==> config.mk <==
export PLATFORM = sky130hd
export DESIGN_NAME = interval_timer_with_reload_unit_flat
export DESIGN_NICKNAME = d
export VERILOG_FILES = /design/src/rtl/pit_pkg.sv /design/src/rtl/pit_req_if.sv /design/src/rtl/pit_rsp_if.sv /design/src/rtl/interval_timer_with_reload_unit.sv /design/src/rtl/pit_serdiv.sv /design/src/flat_wrapper.sv
export SDC_FILE = /design/constraint.sdc
export NUM_CORES = 1
export LEC_CHECK = 0
export BUFFER_PORTS_ARGS = -buffer_cell sky130_fd_sc_hd__buf_2
export CAP_MARGIN = 40
export CORE_MARGIN = 4
export CORE_UTILIZATION = 62
export DETAILED_ROUTE_END_ITERATION = 10
export PLACE_DENSITY_LB_ADDON = 0.08
export SYNTH_ARGS = -nofsm -noshare
export SYNTH_HDL_FRONTEND = slang
export SYNTH_SLANG_ARGS = --single-unit
==> constraint.sdc <==
create_clock -name clock -period 5.33 [get_ports clock]
set_input_delay 0.533 -clock clock [delete_from_list [all_inputs] [get_ports clock]]
set_output_delay 0.533 -clock clock [all_outputs]
set_load 0.03 [all_outputs]
==> src/rtl/pit_pkg.sv <==
// ----------------------------------------------------------------------------
// pit_pkg: shared types and constants of the interval timer
// Codes for actions, ports and time units, control bit positions, divider
// handshake structs and the per-unit nanosecond divisor.
// ----------------------------------------------------------------------------
package pit_pkg;

   // counter width of the down-counter (8..32)
   localparam int COUNT_WIDTH = 32;
   localparam int DATA_W      = 32;
   localparam int NS_W        = 64;
   // divisor width: large enough for one second in ns
   localparam int DIV_W       = 30;
   localparam int DIV_STEPS   = NS_W;
   localparam int STEP_W      = $clog2(DIV_STEPS);

   // action codes
   localparam logic [1:0] ACT_TICK  = 2'd0;
   localparam logic [1:0] ACT_READ  = 2'd1;
   localparam logic [1:0] ACT_WRITE = 2'd2;

   // port select codes
   localparam logic PORT_CTRL  = 1'b0;
   localparam logic PORT_COUNT = 1'b1;

   // time unit codes
   localparam logic [1:0] UNIT_US     = 2'd0;
   localparam logic [1:0] UNIT_MS     = 2'd1;
   localparam logic [1:0] UNIT_SEC    = 2'd2;
   localparam logic [1:0] UNIT_CYCLES = 2'd3;

   // control byte bit positions
   localparam int CTL_ENABLE_BIT  = 7;
   localparam int CTL_IRQ_EN_BIT  = 6;
   localparam int CTL_ONESHOT_BIT = 5;
   localparam int CTL_UNIT_HI     = 4;
   localparam int CTL_UNIT_LO     = 3;

   typedef enum logic [1:0] {
      ST_IDLE,
      ST_DIV,
      ST_EMIT
   } pit_state_type;

   typedef struct packed {
      logic       start;
      logic [1:0] unit;
   } pit_div_ctl_type;

   typedef struct packed {
      logic busy;
      logic done;
   } pit_div_stat_type;

   // nanoseconds per unit; cycle unit never reaches the divider
   function automatic logic [DIV_W-1:0] unit_divisor(input logic [1:0] unit);
      logic [DIV_W-1:0] d;
      unique case (unit)
         UNIT_US: d = DIV_W'(1000);
         UNIT_MS: d = DIV_W'(1000000);
         default: d = DIV_W'(1000000000);
      endcase
      return d;
   endfunction

endpackage

==> src/rtl/pit_req_if.sv <==
// ----------------------------------------------------------------------------
// pit_req_if: request channel of the interval timer
// Valid/ready channel carrying one port access or tick per beat.
// ----------------------------------------------------------------------------
interface pit_req_if;
   import pit_pkg::*;

   logic              valid;
   logic              ready;
   logic [1:0]        action;
   logic              port_sel;
   logic [DATA_W-1:0] write_data;
   logic [NS_W-1:0]   now_ns;
   logic [DATA_W-1:0] elapsed_cycles;

   modport source (
      output valid, action, port_sel, write_data, now_ns, elapsed_cycles,
      input  ready
   );

   modport sink (
      input  valid, action, port_sel, write_data, now_ns, elapsed_cycles,
      output ready
   );

endinterface

==> src/rtl/pit_rsp_if.sv <==
// ----------------------------------------------------------------------------
// pit_rsp_if: response channel of the interval timer
// Valid/ready channel carrying read data and the interrupt flag per beat.
// ----------------------------------------------------------------------------
interface pit_rsp_if;
   import pit_pkg::*;

   logic              valid;
   logic              ready;
   logic [DATA_W-1:0] read_data;
   logic              irq_raise;

   modport source (
      output valid, read_data, irq_raise,
      input  ready
   );

   modport sink (
      input  valid, read_data, irq_raise,
      output ready
   );

endinterface

==> src/rtl/interval_timer_with_reload_unit.sv <==
// ----------------------------------------------------------------------------
// interval_timer_with_reload_unit: programmable down-counting interval timer
// Control byte and reload/counter ports plus ticks on one request channel.
// Flow: reads, writes, disabled ticks and cycle-unit ticks pass through
//   ST_EMIT into the output register; time-unit ticks first pass through
//   ST_DIV for the 64-step bit-serial division of the nanosecond remainder.
// Throughput: one request at a time; the next is taken the cycle after the
//   response is loaded into the output register.
// Reset (synchronous, active high) clears all timer state and the time base.
// ----------------------------------------------------------------------------
module interval_timer_with_reload_unit (
   input logic clock,
   input logic reset,
   pit_req_if.sink   req_ch,
   pit_rsp_if.source rsp_ch
);
   import pit_pkg::*;

   localparam int CW = COUNT_WIDTH;

   pit_state_type     state_ff, state_in;
   logic [7:0]        ctrl_ff, ctrl_in;
   logic [DATA_W-1:0] reload_ff, reload_in;
   logic [CW-1:0]     count_ff, count_in;
   logic [NS_W-1:0]   ns_rem_ff, ns_rem_in;
   logic [NS_W-1:0]   last_ff, last_in;
   logic              pend_ff, pend_in;
   logic              fired_ff, fired_in;
   logic              loaded_ff, loaded_in;
   logic [DATA_W-1:0] res_data_ff, res_data_in;
   logic              res_irq_ff, res_irq_in;
   logic              rsp_valid_ff, rsp_valid_in;
   logic [DATA_W-1:0] rsp_data_ff, rsp_data_in;
   logic              rsp_irq_ff, rsp_irq_in;

   pit_div_ctl_type   div_ctl;
   pit_div_stat_type  div_stat;
   logic [NS_W-1:0]   div_dividend;
   logic [NS_W-1:0]   div_quot;
   logic [DIV_W-1:0]  div_rem;

   logic              accept;
   logic [1:0]        unit;
   logic [CW-1:0]     cnt_base;
   logic              post_go;
   logic [CW-1:0]     post_src;

   assign unit   = ctrl_ff[CTL_UNIT_HI:CTL_UNIT_LO];
   assign accept = req_ch.valid && req_ch.ready;

   pit_serdiv u_div (
      .clock     (clock),
      .reset     (reset),
      .div_ctl   (div_ctl),
      .dividend  (div_dividend),
      .div_stat  (div_stat),
      .quotient  (div_quot),
      .remainder (div_rem)
   );

   // state register
   always_ff @(posedge clock) begin
      if (reset) begin
         state_ff <= ST_IDLE;
      end else begin
         state_ff <= state_in;
      end
   end

   // timer state and output valid
   always_ff @(posedge clock) begin
      if (reset) begin
         ctrl_ff      <= '0;
         reload_ff    <= '0;
         count_ff     <= '0;
         ns_rem_ff    <= '0;
         last_ff      <= '0;
         pend_ff      <= 1'b0;
         fired_ff     <= 1'b0;
         loaded_ff    <= 1'b0;
         rsp_valid_ff <= 1'b0;
      end else begin
         ctrl_ff      <= ctrl_in;
         reload_ff    <= reload_in;
         count_ff     <= count_in;
         ns_rem_ff    <= ns_rem_in;
         last_ff      <= last_in;
         pend_ff      <= pend_in;
         fired_ff     <= fired_in;
         loaded_ff    <= loaded_in;
         rsp_valid_ff <= rsp_valid_in;
      end
   end

   // result and output payload
   always_ff @(posedge clock) begin
      res_data_ff <= res_data_in;
      res_irq_ff  <= res_irq_in;
      rsp_data_ff <= rsp_data_in;
      rsp_irq_ff  <= rsp_irq_in;
   end

   // next state, timer update and handshakes
   always_comb begin
      state_in     = state_ff;
      ctrl_in      = ctrl_ff;
      reload_in    = reload_ff;
      count_in     = count_ff;
      ns_rem_in    = ns_rem_ff;
      last_in      = last_ff;
      pend_in      = pend_ff;
      fired_in     = fired_ff;
      loaded_in    = loaded_ff;
      res_data_in  = res_data_ff;
      res_irq_in   = res_irq_ff;
      rsp_valid_in = rsp_valid_ff && !rsp_ch.ready;
      rsp_data_in  = rsp_data_ff;
      rsp_irq_in   = rsp_irq_ff;
      req_ch.ready = 1'b0;
      div_ctl      = '{start: 1'b0, unit: unit};
      div_dividend = ns_rem_ff + (req_ch.now_ns - last_ff);
      cnt_base     = pend_ff ? CW'(reload_ff) : count_ff;
      post_go      = 1'b0;
      post_src     = '0;

      unique case (state_ff)
         ST_IDLE: begin
            req_ch.ready = 1'b1;
            if (accept) begin
               res_data_in = '0;
               res_irq_in  = 1'b0;
               state_in    = ST_EMIT;
               unique case (req_ch.action)
                  ACT_TICK: begin
                     if (ctrl_ff[CTL_ENABLE_BIT]) begin
                        // apply an armed reload first
                        count_in  = cnt_base;
                        pend_in   = 1'b0;
                        loaded_in = loaded_ff || pend_ff;
                        if (unit == UNIT_CYCLES) begin
                           post_go  = 1'b1;
                           post_src = (req_ch.elapsed_cycles >= DATA_W'(cnt_base)) ? '0 :
                                      cnt_base - CW'(req_ch.elapsed_cycles);
                        end else begin
                           last_in       = req_ch.now_ns;
                           div_ctl.start = 1'b1;
                           state_in      = ST_DIV;
                        end
                     end
                  end
                  ACT_READ: begin
                     res_data_in = (req_ch.port_sel == PORT_CTRL) ? DATA_W'(ctrl_ff) :
                                   DATA_W'(count_ff);
                  end
                  ACT_WRITE: begin
                     fired_in = 1'b0;
                     if (req_ch.port_sel == PORT_CTRL) begin
                        ctrl_in = req_ch.write_data[7:0];
                     end else begin
                        reload_in = req_ch.write_data;
                        pend_in   = 1'b1;
                        loaded_in = 1'b1;
                     end
                  end
                  default: begin
                     // unused action: empty response
                  end
               endcase
            end
         end
         ST_DIV: begin
            if (div_stat.done) begin
               post_go   = 1'b1;
               post_src  = (div_quot >= NS_W'(count_ff)) ? '0 : count_ff - CW'(div_quot);
               ns_rem_in = NS_W'(div_rem);
               state_in  = ST_EMIT;
            end
         end
         ST_EMIT: begin
            if (!rsp_valid_ff || rsp_ch.ready) begin
               rsp_valid_in = 1'b1;
               rsp_data_in  = res_data_ff;
               rsp_irq_in   = res_irq_ff;
               state_in     = ST_IDLE;
            end
         end
         default: begin
            state_in = ST_IDLE;
         end
      endcase

      // expiry: interrupt if enabled (once in one-shot mode), then hold at zero or reload
      if (post_go) begin
         if (post_src == '0) begin
            res_irq_in = ctrl_ff[CTL_IRQ_EN_BIT] && !fired_ff && loaded_in;
            if (ctrl_ff[CTL_ONESHOT_BIT]) begin
               count_in = '0;
               fired_in = 1'b1;
            end else begin
               count_in = CW'(reload_ff);
               fired_in = 1'b0;
            end
         end else begin
            count_in = post_src;
         end
      end
   end

   assign rsp_ch.valid     = rsp_valid_ff;
   assign rsp_ch.read_data = rsp_data_ff;
   assign rsp_ch.irq_raise = rsp_irq_ff;

   // fired flag only exists in one-shot mode
   a_fired_oneshot: assert property (@(posedge clock) disable iff (reset)
      fired_ff |-> ctrl_ff[CTL_ONESHOT_BIT])
      else $error("fired flag set outside one-shot mode");

   // divider runs only for an enabled time-unit tick
   a_div_enabled: assert property (@(posedge clock) disable iff (reset)
      state_ff == ST_DIV |-> ctrl_ff[CTL_ENABLE_BIT] && unit != UNIT_CYCLES
                             && (div_stat.busy || div_stat.done))
      else $error("divider state without an enabled time tick");

   // an interrupt beat never carries read data
   a_irq_no_data: assert property (@(posedge clock) disable iff (reset)
      rsp_valid_ff && rsp_irq_ff |-> rsp_data_ff == '0)
      else $error("interrupt beat with read data");

endmodule

==> src/rtl/pit_serdiv.sv <==
// ----------------------------------------------------------------------------
// pit_serdiv: bit-serial divider of the nanosecond remainder
// Restoring division, one quotient bit per cycle, MSB first. The dividend
// shifts out of the top of the shift register while quotient bits enter below.
// ----------------------------------------------------------------------------
module pit_serdiv (
   input  logic                        clock,
   input  logic                        reset,
   input  pit_pkg::pit_div_ctl_type    div_ctl,
   input  logic [pit_pkg::NS_W-1:0]    dividend,
   output pit_pkg::pit_div_stat_type   div_stat,
   output logic [pit_pkg::NS_W-1:0]    quotient,
   output logic [pit_pkg::DIV_W-1:0]   remainder
);
   import pit_pkg::*;

   logic              busy_ff;
   logic              done_ff;
   logic [STEP_W-1:0] cnt_ff;
   logic [NS_W-1:0]   dvd_ff, dvd_in;
   logic [DIV_W-1:0]  rem_ff, rem_in;
   logic [DIV_W-1:0]  div_ff;
   logic [DIV_W:0]    trial;
   logic [DIV_W:0]    diff;
   logic              q_bit;

   // one restoring step
   always_comb begin
      trial  = {rem_ff, dvd_ff[NS_W-1]};
      diff   = trial - {1'b0, div_ff};
      q_bit  = (trial >= {1'b0, div_ff});
      rem_in = q_bit ? diff[DIV_W-1:0] : trial[DIV_W-1:0];
      dvd_in = {dvd_ff[NS_W-2:0], q_bit};
   end

   // step control
   always_ff @(posedge clock) begin
      if (reset) begin
         busy_ff <= 1'b0;
         done_ff <= 1'b0;
         cnt_ff  <= '0;
      end else if (div_ctl.start) begin
         busy_ff <= 1'b1;
         done_ff <= 1'b0;
         cnt_ff  <= '0;
      end else if (busy_ff) begin
         cnt_ff <= cnt_ff + STEP_W'(1);
         if (cnt_ff == STEP_W'(DIV_STEPS - 1)) begin
            busy_ff <= 1'b0;
            done_ff <= 1'b1;
         end
      end else begin
         done_ff <= 1'b0;
      end
   end

   // shift registers
   always_ff @(posedge clock) begin
      if (div_ctl.start) begin
         dvd_ff <= dividend;
         rem_ff <= '0;
         div_ff <= unit_divisor(div_ctl.unit);
      end else if (busy_ff) begin
         dvd_ff <= dvd_in;
         rem_ff <= rem_in;
      end
   end

   assign div_stat.busy = busy_ff;
   assign div_stat.done = done_ff;
   assign quotient      = dvd_ff;
   assign remainder     = rem_ff;

   // partial remainder always below the divisor
   a_rem_below_div: assert property (@(posedge clock) disable iff (reset)
      busy_ff |-> rem_ff < div_ff)
      else $error("partial remainder not below divisor");

   // done is a single pulse after the last step
   a_done_pulse: assert property (@(posedge clock) disable iff (reset)
      done_ff |-> !busy_ff && $past(busy_ff))
      else $error("divider done without a finished run");

   // step counter wraps back to zero at the end of a run
   a_cnt_idle_zero: assert property (@(posedge clock) disable iff (reset)
      !busy_ff |-> cnt_ff == '0)
      else $error("step counter not cleared while idle");

endmodule
==> src/flat_wrapper.sv <==
// flat-port wrapper written by rule: the top's interface ports become plain ports
module interval_timer_with_reload_unit_flat import pit_pkg::*;
  (clock, reset, req_ch_valid, req_ch_action, req_ch_port_sel, req_ch_write_data, req_ch_now_ns, req_ch_elapsed_cycles, req_ch_ready, rsp_ch_valid, rsp_ch_read_data, rsp_ch_irq_raise, rsp_ch_ready);
  pit_req_if req_ch_i ();
  pit_rsp_if rsp_ch_i ();
  input logic clock;
  input logic reset;
  input wire logic [$bits(req_ch_i.valid)-1:0] req_ch_valid;
  input wire logic [$bits(req_ch_i.action)-1:0] req_ch_action;
  input wire logic [$bits(req_ch_i.port_sel)-1:0] req_ch_port_sel;
  input wire logic [$bits(req_ch_i.write_data)-1:0] req_ch_write_data;
  input wire logic [$bits(req_ch_i.now_ns)-1:0] req_ch_now_ns;
  input wire logic [$bits(req_ch_i.elapsed_cycles)-1:0] req_ch_elapsed_cycles;
  output wire logic [$bits(req_ch_i.ready)-1:0] req_ch_ready;
  output wire logic [$bits(rsp_ch_i.valid)-1:0] rsp_ch_valid;
  output wire logic [$bits(rsp_ch_i.read_data)-1:0] rsp_ch_read_data;
  output wire logic [$bits(rsp_ch_i.irq_raise)-1:0] rsp_ch_irq_raise;
  input wire logic [$bits(rsp_ch_i.ready)-1:0] rsp_ch_ready;
  assign req_ch_i.valid = req_ch_valid;
  assign req_ch_i.action = req_ch_action;
  assign req_ch_i.port_sel = req_ch_port_sel;
  assign req_ch_i.write_data = req_ch_write_data;
  assign req_ch_i.now_ns = req_ch_now_ns;
  assign req_ch_i.elapsed_cycles = req_ch_elapsed_cycles;
  assign req_ch_ready = req_ch_i.ready;
  assign rsp_ch_valid = rsp_ch_i.valid;
  assign rsp_ch_read_data = rsp_ch_i.read_data;
  assign rsp_ch_irq_raise = rsp_ch_i.irq_raise;
  assign rsp_ch_i.ready = rsp_ch_ready;
  interval_timer_with_reload_unit u_core (.clock(clock), .reset(reset), .req_ch(req_ch_i), .rsp_ch(rsp_ch_i));
endmodule
==> results of run 1 <==
==> per-stage QoR <==
step	total power, W	hold WS, ns	util (%)	std cells
3_3_place_gp	0.00425	0.402	65.7	3653
2_1_floorplan	0.00393	0.400	-	3091
5_1_grt	0.00736	0.197	69.3	3733
4_1_cts	0.00708	0.178	69.3	3733
3_5_place_dp	0.00430	0.405	66.0	3657
6_report	0.00708	0.198	69.3	3733
==> layout by cell type, fill, tap and decap left out, drive strengths merged, types with 10 or more instances in the layout <==
cell,count
a211oi,39
a21o,76
a21oi,323
a22oi,10
a31oi,36
and2,15
and3,15
buf,202
clkbuf,52
clkinv,16
dfxtp,211
edfxtp,134
fa,32
ha,213
inv,302
mux2i,34
nand2,484
nand2b,20
nand3,63
nand4,41
nor2,130
nor2b,26
nor3,75
nor4,26
o211ai,20
o21a,25
o21ai,216
o21bai,16
o221ai,14
o22ai,23
o31ai,12
or3,18
xnor2,76
xor2,56
==> metal layers <==
| layer | part of all wire [%] | GRT usage [%] | up-vias | routed length, µm |
|---|---|---|---|---|
| met5 | 0 | 0 | - | 0 |
| met4 | 4.7 | 13.7 | 0 | 3490 |
| met3 | 7.1 | 3.98 | 193 | 5340 |
| met2 | 47 | 56.1 | 1024 | 35200 |
| met1 | 41 | 43.8 | 10800 | 30800 |
| li1 | - | - | 11100 | - |
==> cells by family (layout without fill, tap and decap cells) <==
family / count (synthesis) / count (layout)
buffers and inverters: 461 / 578
AO/OA/AOI/OAI: 905 / 905
flip-flops: 345 / 345
adder cells (fa/ha/maj): 245 / 245
multiplexers: 37 / 37
AND/OR/NAND/NOR: 966 / 966
XOR/XNOR: 132 / 132
==> flip-flops by register name, summed over array words and instances (netlist names), 2 cells and up <==
| register | cells |
|---|---|
| u_core.count_ff | 32 |
| u_core.ns_rem_ff | 30 |
| u_core.reload_ff | 32 |
| u_core.ctrl_ff | 8 |
| u_core.u_div.div_ff | 5 |
| u_core.u_div.quotient | 64 |
| u_core.u_div.cnt_ff | 6 |
| u_core.rsp_ch.read_data | 32 |
| u_core.last_ff | 64 |
| u_core.u_div.remainder | 30 |
| u_core.res_data_ff | 32 |
| u_core.state_ff | 2 |
==> how the worst min path moves through the flow <==
stage / from / end / slack, ns / depth (start not counted)
floorplan: u_core.res_data_ff[0]$_SDFFCE_PP0P_ / u_core.rsp_ch.read_data[0]$_DFFE_PP_ / 0.40 / 0
global placement: u_core.res_data_ff[20]$_SDFFCE_PN0P_ / u_core.rsp_ch.read_data[20]$_DFFE_PP_ / 0.40 / 0
detailed placement: u_core.res_data_ff[5]$_SDFFCE_PP0P_ / u_core.rsp_ch.read_data[5]$_DFFE_PP_ / 0.41 / 0
CTS: req_ch_now_ns[37] / u_core.last_ff[37]$_SDFFE_PP0P_ / 0.18 / 3
global route: req_ch_write_data[12] / u_core.reload_ff[12]$_SDFFE_PP0P_ / 0.20 / 3
finish: req_ch_write_data[14] / u_core.reload_ff[14]$_SDFFE_PP0P_ / 0.20 / 3
==> worst max-delay path, stage by stage (launching register included) <==
cell      delay (ns)
dfxtp_2         0.43
buf_12          0.25
o21ai_0         0.25
ha_1            0.67
nand2_1         0.26
nor4_1          0.59
a211oi_1        0.22
a31o_2          0.38
o2111a_1        0.18
a21oi_1         0.29
nand4b_1        0.22
nor4_4          0.33
nand2_1         0.32
o21ai_0         0.28
==> power groups by stage <==
stage | combinational, W | sequential [W] | clock, W
4_1_cts | 0.00132 | 0.00294 | 0.00283
6_report | 0.00134 | 0.00294 | 0.00280
5_1_grt | 0.00148 | 0.00295 | 0.00293
2_1_floorplan | 0.000963 | 0.00297 | 0
3_5_place_dp | 0.00131 | 0.00299 | 0
3_3_place_gp | 0.00127 | 0.00299 | 0
==> cell type report <==
cell class | instances | area (µm²)
Clock buffer | 52 | 1110
Tap cell | 525 | 657
Timing Repair Buffer | 202 | 1200
Multi-Input combinational cell | 2285 | 15000
Sequential cell | 345 | 8250
Clock inverter | 24 | 225
Inverter | 300 | 1130
Fill cell | 3239 | 12200
==> results.py, run 1 <==
metrics = {
    "run_status": {
        "status": "finished clean",
    },
    "logic_synthesis": {
        "yosysSeqAreaShare_pct": 33.1,
        "synth_top_family_by_area": "compound AO/OA/AOI/OAI gates",
        "yosys_warnings": 0,
        "synth_edf_count": 134,
        "yosys.area.top_type_share_pct": 16.9,
        "syn_area_um2": 25000,
        "synth-simple-area-share_pct": 18.0,
        "yosysMostFrequentCell": "nand2_1",
        "synthTopCellsByCount": "nand2_1, a21oi_1, inv_1, o21ai_0, ha_1",
        "ys.flop_type": "dfxtp_1",
        "synth_cells": 3091,
        "syn-num-nets": 3471,
        "postSynth.asyncResetShare_pct": 0,
        "synthMuxAreaShare_pct": 1.50,
        "synthAdderAreaFrac_pct": 13.2,
        "ys_ff_latch": 345,
        "synth_top_cell_by_area": "dfxtp_1",
        "synth_xor_area_share_pct": 4.63,
        "yosys.cell_types.count": 91,
        "ys_top_cells_by_area": "dfxtp_1, edfxtp_1, ha_1",
        "synth-compound-area-share_pct": 22.5,
        "avgSynthCellArea_um2": 8.07,
    },
    "timing": {
        "timing.final.max_slew_violations": 0,
        "setup_tns_ns": 0,
        "fin_ws_ns": 0.508,
        "fin_skew_ns": 0.0232,
        "setup_viol": 0,
        "slew_headroom_pct": 40.4,
        "min_period_ns": 4.82,
        "period_share_pct": 90.5,
        "worst_pin_slew_ns": 0.892,
        "fmax_ghz": 0.207,
        "hold_viol": 0,
        "rsz0062_at_grt": "false",
    },
    "critical_path": {
        "rr_worst_depth": 13,
        "cp-end-kind": "flop",
        "setup.worst_path.start": "u_core.pend_ff$_SDFFE_PP0P_",
        "path_max_fanout": 56,
        "required_ns": 5.81,
        "cp_data_arrival_time_ns": 5.30,
        "r2r-start": "u_core.pend_ff$_SDFFE_PP0P_",
        "startpoint_type": "flop",
        "r2r-end": "u_core.count_ff[27]$_SDFFE_PP0P_",
        "worstSetupEndpoint": "u_core.count_ff[27]$_SDFFE_PP0P_",
        "rrSetupSlack_ns": 0.51,
        "crit_type": "reg -> reg",
    },
    "clock_network": {
        "clk_path_buf_depth": 3,
        "cts-resized-gates": 0,
        "cts_buffers": 41,
        "holdBufCountCts": 0,
        "post-cts-setup-buffers": 0,
        "path_clk_slew_ns": 0.06,
        "ctsHtreeMaxLevel": 2,
        "cts-root-buf": "clkbuf_16",
        "cts_tree": "yes",
        "clock-sinks": 345,
        "insertion_delay_ns": 0.58,
    },
    "power": {
        "p_int_w": 0.00499,
        "p_sw_share_pct": 29.5,
        "p_seq_share_pct": 41.5,
        "p_leak_nw": 11.4,
        "comb_power_share_pct": 18.9,
        "p_switching_w": 0.00209,
        "power_frac_clock_pct": 39.6,
        "peakVddDrop_mv": 0.267,
        "p_per_area_nw_per_um2": 257,
    },
    "global_routing": {
        "grt-ovfl-total": 0,
        "grt_pass1_vias": 22400,
        "grt_max_degree": 198,
        "grt_usage_pct": 33.3,
        "antenna_found_initial": 0,
        "grt_pass1_wl_mm": 118,
    },
    "final_layout": {
        "drive_above_1_share_pct": 9.88,
        "areaGrowthSynthToFinish_pct": 10.4,
        "antenna-diode-count": 0,
        "postLayoutCellArea_um2": 27500,
        "final_nets": 3555,
    },
    "flow_run": {
        "maxCapViolations": 0,
    },
    "drt": {
        "vias": 23100,
        "wl_per_cell_um": 20.0,
        "drtPass1Iterations": 8,
        "viasPerCell": 6.20,
        "route.detailed.drc": 0,
        "wl_mm": 74.8,
        "drt_iter0_drc": 2090,
        "antenna_left": 0,
    },
    "die": {
        "num_rows": 73,
        "dieArea_um2": 43500,
        "fp.dieH_um": 209,
        "core-area_um2": 39700,
        "io-pin-count": 170,
        "die-width_um": 209,
        "start_util_pct": 62.8,
    },
    "placed_design": {
        "port-buffer-count": 169,
        "gp_congestion": 0.972,
        "hpwl_mm": 56.8,
        "place_ws_ns": 0.540,
        "placed_area_um2": 26200,
    },
    "worst_hold_path": {
        "worstHoldPathType": "in -> reg",
    },
}
Power figures use the tool's default switching activity.
==> run 2, diff against run 1 <==
- MAX_ROUTING_LAYER: not set -> met4
==> run 2 against run 1 <==
Net effect: die area did not move; wire length fell by 0.35%; design area barely moved; clock skew fell by 0.0064 ns; fmax fell by 1.4%; non-clock buffer count rose by 2; critical path depth fell by 1; critical endpoint is now u_core.count_ff[6]$_SDFFE_PP0P_.
==> results.py, run 2 (same netlist as run 1, synthesis figures left out) <==
metrics = {
    "drt": {
        "drt_iter0_drc": 2301,
        "vias": 23100,
        "antenna_left": 0,
        "wl_mm": 74.5,
        "viasPerCell": 6.19,
        "wl_per_cell_um": 20.0,
        "route.detailed.drc": 0,
        "drtPass1Iterations": 7,
    },
    "critical_path": {
        "cp_data_arrival_time_ns": 5.37,
        "worstPathCellList": "buf_4 -> o21ai_0 -> ha_1 -> nand2_1 -> a2111oi_0 -> a211oi_1 -> o31ai_1 -> o2111ai_1 -> nor4_4 -> buf_12 -> nand3_2 -> a211oi_2",
        "slowest_delay_ns": 0.80,
        "r2r-end": "u_core.count_ff[6]$_SDFFE_PP0P_",
        "required_ns": 5.81,
        "cp-end-kind": "flop",
        "r2r-start": "u_core.pend_ff$_SDFFE_PP0P_",
        "rr_worst_depth": 12,
        "critPathTopFamily": "compound AO/OA/AOI/OAI gates",
        "critPathBufInv": 2,
        "crit_type": "reg -> reg",
        "setup.worst_path.start": "u_core.pend_ff$_SDFFE_PP0P_",
        "crit_slowest_cell": "a2111oi_0",
        "startpoint_type": "flop",
        "rrSetupSlack_ns": 0.44,
        "path_max_fanout": 32,
    },
    "clock_network": {
        "clk_path_buf_depth": 3,
        "post-cts-setup-buffers": 0,
        "cts-resized-gates": 0,
        "holdBufCountCts": 0,
        "cts_buffers": 40,
        "clock-sinks": 345,
        "insertion_delay_ns": 0.57,
        "cts_tree": "yes",
        "path_clk_slew_ns": 0.06,
        "cts-root-buf": "clkbuf_16",
        "ctsHtreeMaxLevel": 2,
    },
    "timing": {
        "hold_viol": 0,
        "setup_tns_ns": 0,
        "period_share_pct": 91.8,
        "timing.final.max_slew_violations": 0,
        "slew_headroom_pct": 40.0,
        "fmax_ghz": 0.204,
        "setup_viol": 0,
        "whs_ns": 0.210,
        "worst_pin_slew_ns": 0.878,
        "rsz0062_at_grt": "false",
        "fin_skew_ns": 0.0168,
        "min_period_ns": 4.89,
    },
    "final_layout": {
        "drive_above_1_share_pct": 9.98,
        "antenna-diode-count": 0,
        "final_nets": 3556,
        "layout_common_cells": "nand2_1, a21oi_1, inv_1",
        "mostFrequentLayoutCell": "nand2_1",
        "areaGrowthSynthToFinish_pct": 10.5,
        "fill_cells": 3242,
    },
    "flow_run": {
        "maxCapViolations": 0,
    },
    "die": {
        "num_rows": 73,
        "core-area_um2": 39700,
        "fp.dieH_um": 209,
        "start_util_pct": 62.8,
        "die-width_um": 209,
        "io-pin-count": 170,
        "dieArea_um2": 43500,
    },
    "placed_design": {
        "gp_congestion": 0.997,
        "port-buffer-count": 169,
        "hpwl_mm": 56.9,
    },
    "global_routing": {
        "grt_pass1_vias": 22100,
        "grt_pass1_wl_mm": 118,
        "grt_max_degree": 185,
        "grt_usage_pct": 33.9,
        "grt-ovfl-total": 0,
        "antenna_found_initial": 0,
    },
    "worst_hold_path": {
        "worstHoldPathType": "in -> reg",
        "min_to": "u_core.reload_ff[25]$_SDFFE_PP0P_",
        "worstHoldStart": "req_ch_write_data[25]",
        "holdPathStages": 3,
    },
    "power": {
        "p_per_area_nw_per_um2": 259,
        "peakVddDrop_mv": 0.288,
        "p_leak_nw": 11.5,
    },
    "run_status": {
        "status": "finished clean",
    },
}
run 2: cell count changes in the layout (fill, tap and decap cells not counted):
cell        change
buf_1           +1
buf_12          -2
buf_4           +3
bufinv_16       -1
clkbuf_16       +2
clkbuf_8        +4
clkinv_1        -4
clkinv_16       -1
clkinv_2        -3
clkinv_4        +1
clkinv_8        +1
clkinvlp_4      -1
inv_6           -1
inv_8           +1
run 2: worst register-to-register path: cells and delay by family (launching register included):
family / cells / cell delay (ns)
compound gates: 6 / 2.46
fa+ha+maj: 1 / 0.56
buf+inv: 2 / 0.61
flops: 1 / 0.63
simple gates: 3 / 0.54
run 2: final cells by class:
| class | instances | area [µm²] | share of cell area, % |
|---|---|---|---|
| Multi-Input combinational cell | 2285 | 15000 | 54.3 |
| Sequential cell | 345 | 8250 | 29.9 |
| Clock buffer | 58 | 1210 | 4.40 |
| Timing Repair Buffer | 204 | 1190 | 4.31 |
| Inverter | 300 | 1130 | 4.09 |
| Tap cell | 525 | 657 | 2.38 |
| Clock inverter | 16 | 155 | 0.563 |
run 2: worst max path at each step:
| stage | endpoint | cells past startpoint |
|---|---|---|
| 2_1_floorplan | u_core.u_div.quotient[0]$_DFFE_PP_ | 7 |
| 4_1_cts | u_core.count_ff[6]$_SDFFE_PP0P_ | 15 |
| 3_5_place_dp | u_core.u_div.quotient[62]$_DFFE_PP_ | 16 |
| 3_3_place_gp | u_core.u_div.quotient[62]$_DFFE_PP_ | 16 |
| 6_report | u_core.count_ff[6]$_SDFFE_PP0P_ | 12 |
| 5_1_grt | u_core.count_ff[3]$_SDFFE_PP0P_ | 15 |
run 2: metal layers:
layer | routed length, µm | vias to the layer above | track usage [%]
li1 | - | 11100 | -
met1 | 31400 | 10900 | 44.3
met2 | 34900 | 978 | 55.6
met3 | 5120 | 208 | 3.96
met4 | 3060 | 0 | 11.4
met5 | 0 | - | -
run 2: stage by stage:
| stage | util (%) | std cells | cell area, µm² | power, W | setup WS [ns] |
|---|---|---|---|---|---|
| 3_3_place_gp | 65.7 | 3655 | 26100 | 0.00425 | 0.581 |
| 5_1_grt | 69.4 | 3733 | 27600 | 0.00742 | 0.163 |
| 2_1_floorplan | - | 3091 | 25000 | 0.00393 | 1.03 |
| 4_1_cts | 69.4 | 3733 | 27600 | 0.00714 | 0.566 |
| 3_5_place_dp | 65.9 | 3659 | 26200 | 0.00430 | 0.391 |
| 6_report | 69.4 | 3733 | 27600 | 0.00713 | 0.438 |
run 2: power breakdown:
group / switching [W] / leakage, nW / internal [W]
clock: 0.00116 / 0.667 / 0.00169
sequential: 0.000108 / 2.96 / 0.00283
combinational: 0.000801 / 7.84 / 0.000537
total: 0.00207 / 11.5 / 0.00506
==> run 3, diff against run 2 <==
- ABC_AREA: not set -> 1
- CORE_UTILIZATION: 62 -> 63
==> run 3 against run 2 <==
Net effect: largest power group unchanged; design area is 9.4% higher; die area is 8.0% higher; count of clock-buffer cells in the layout is 9 lower; first-iteration DRC count is 8.0% higher; critical path type unchanged; critical path depth is 14 higher; flip-flop and latch count stayed put; core utilization is 0.63 points higher.
==> results.py, run 3 <==
metrics = {
    "power": {
        "finalPower_w": 0.00749,
        "p_leak_nw": 14.8,
        "p_per_area_nw_per_um2": 249,
        "peakVddDrop_mv": 0.307,
    },
    "die": {
        "core-area_um2": 43100,
        "io-pin-count": 170,
        "fp.dieH_um": 217,
        "dieArea_um2": 47000,
        "start_util_pct": 63.7,
        "num_rows": 76,
        "die-width_um": 217,
    },
    "timing": {
        "period_share_pct": 78.5,
        "rsz0062_at_grt": "false",
        "setup_viol": 0,
        "slew_headroom_pct": 43.6,
        "hold_viol": 0,
        "timing.final.max_slew_violations": 0,
        "fin_ws_ns": 1.15,
        "fin_skew_ns": 0.0179,
        "setup_tns_ns": 0,
        "min_period_ns": 4.18,
        "whs_ns": 0.221,
        "fmax_ghz": 0.239,
        "worst_pin_slew_ns": 0.845,
    },
    "critical_path": {
        "startpoint_type": "flop",
        "crit_type": "reg -> reg",
        "critPathMostFrequentCell": "nand2_1",
        "crit_slowest_cell": "dfxtp_2",
        "cp_data_arrival_time_ns": 4.65,
        "cp-end-kind": "flop",
        "critPathBufInv": 4,
        "critPathTopFamily": "simple AND/OR/NAND/NOR gates",
        "slowest_delay_ns": 0.60,
        "required_ns": 5.80,
        "path_max_fanout": 34,
    },
    "final_layout": {
        "drive_above_1_share_pct": 9.17,
        "layout.cells.non_filler": 4803,
        "antenna-diode-count": 0,
        "areaGrowthSynthToFinish_pct": 9.80,
        "mostFrequentLayoutCell": "nand2_1",
        "final_nets": 4567,
        "layout_common_cells": "nand2_1, inv_1, nor2_1",
        "fill_cells": 3858,
    },
    "global_routing": {
        "grt_usage_pct": 36.5,
        "grt_max_degree": 120,
        "grt_pass1_wl_mm": 134,
        "grt_pass1_vias": 25700,
        "antenna_found_initial": 0,
        "grt-ovfl-total": 0,
    },
    "clock_network": {
        "holdBufCountCts": 0,
        "post-cts-setup-buffers": 0,
        "cts-resized-gates": 0,
        "cts-root-buf": "clkbuf_16",
        "cts_buffers": 41,
        "cts_tree": "yes",
        "clock-sinks": 345,
        "ctsHtreeMaxLevel": 2,
        "path_clk_slew_ns": 0.07,
        "insertion_delay_ns": 0.57,
        "clk_path_buf_depth": 3,
    },
    "placed_design": {
        "place_ws_ns": 1.27,
        "port-buffer-count": 169,
        "placed_cells": 4729,
        "gp_congestion": 1.05,
        "hpwl_mm": 67.3,
    },
    "logic_synthesis": {
        "ys.flop_type": "dfxtp_1",
        "ys_top_cells_by_area": "dfxtp_1, edfxtp_1, nand2_1",
        "yosys.cell_types.count": 53,
        "synth-simple-area-share_pct": 27.2,
        "synth_top_cell_by_area": "dfxtp_1",
        "syn_area_um2": 27500,
        "yosys.area.top_type_share_pct": 15.4,
        "synthTopCellsByCount": "nand2_1, inv_1, nor2_1, a21oi_1, o21ai_0",
        "yosys_warnings": 0,
        "synth_cells": 4061,
        "synth_xor_area_share_pct": 2.39,
        "yosysSeqAreaShare_pct": 30.0,
        "postSynth.asyncResetShare_pct": 0,
        "synth-compound-area-share_pct": 15.8,
        "synthMuxAreaShare_pct": 0,
        "yosysMostFrequentCell": "nand2_1",
        "synthAdderAreaFrac_pct": 12.0,
        "synth_edf_count": 134,
        "synth_top_family_by_area": "simple AND/OR/NAND/NOR gates",
        "avgSynthCellArea_um2": 6.76,
        "ys_ff_latch": 345,
        "syn-num-nets": 4441,
    },
    "worst_hold_path": {
        "worstHoldPathType": "in -> reg",
    },
    "drt": {
        "antenna_left": 0,
        "wl_met2_mm": 38.6,
        "wl_mm": 85.1,
        "dr.max_layer_used": "met4",
        "viasPerCell": 5.61,
        "wl_met3_mm": 6.38,
        "wl_per_cell_um": 17.7,
        "drtPass1Iterations": 6,
        "vias": 27000,
        "drt_iter0_drc": 2486,
        "route.detailed.drc": 0,
        "wl_met1_mm": 35.5,
    },
    "run_status": {
        "status": "finished clean",
    },
    "flow_run": {
        "maxCapViolations": 0,
    },
}
[run 3: path summary, 6_finish.rpt]
| path | start | end | slack (ns) | cells after the start |
|---|---|---|---|---|
| min | req_ch_now_ns[63] | u_core.last_ff[63]$_SDFFE_PP0P_ | 0.22 | 3 |
| max | u_core.pend_ff$_SDFFE_PP0P_ | u_core.count_ff[26]$_SDFFE_PP0P_ | 1.15 | 26 |
| min reg2reg | u_core.res_data_ff[4]$_SDFFCE_PP0P_ | u_core.rsp_ch.read_data[4]$_DFFE_PP_ | 0.42 | 0 |
| max reg2reg | u_core.pend_ff$_SDFFE_PP0P_ | u_core.count_ff[26]$_SDFFE_PP0P_ | 1.15 | 26 |
[run 3: cell families (layout without fill, tap and decap cells)]
group                      Yosys count  count (layout)
and+or+nand+nor                   1727            1727
AOI/OAI and AO/OA                  785             785
xor gates and xnor gates            75              75
DFF                                345             345
adders and majority gates          245             245
buffers and inverters              884            1041
[run 3: worst reg2reg max path: stages (launching register included)]
cell      delay, ns
dfxtp_2        0.60
buf_4          0.26
nand2_1        0.06
o21ai_0        0.12
ha_1           0.21
inv_1          0.07
fa_1           0.42
nand3_1        0.10
nand3_2        0.11
nand2_1        0.10
nand2_2        0.08
nand2_1        0.08
nand2_1        0.08
nand2_2        0.10
nand2_2        0.21
nand3b_1       0.17
nand2_1        0.07
inv_1          0.07
nand2_1        0.05
nor2_1         0.14
nand2_2        0.11
nor2_8         0.39
nand3_2        0.18
nand2_1        0.11
nand3_1        0.07
nand2_1        0.08
inv_1          0.04
[run 3: where the power goes]
part	total (W)	internal [W]	switching [W]
registers	0.00297	0.00285	0.000119
logic	0.00167	0.000581	0.00108
clock network	0.00286	0.00165	0.00120
total	0.00749	0.00509	0.00241
[run 3: metrics by stage]
step                util, %  cell area (µm²)
floorplan                 -            27500
global route           70.0            30200
detailed placement     66.8            28800
CTS                    70.0            30200
finish                 70.0            30200
global placement       66.6            28700
[run 3: layer usage]
layer,global-route usage (%),vias up
met5,-,-
li1,-,13400
met3,4.96,221
met4,16.3,0
met1,46.3,12300
met2,58.8,1103
[run 3: area by class of cell]
type	count	area (µm²)	share of cell area, %
multi-input combinational	2832	15800	52.3
inverter	770	2900	9.61
tap	585	732	2.43
timing repair buffer	197	1130	3.76
sequential	345	8250	27.4
clock inverter	25	249	0.826
clock buffer	49	1110	3.67
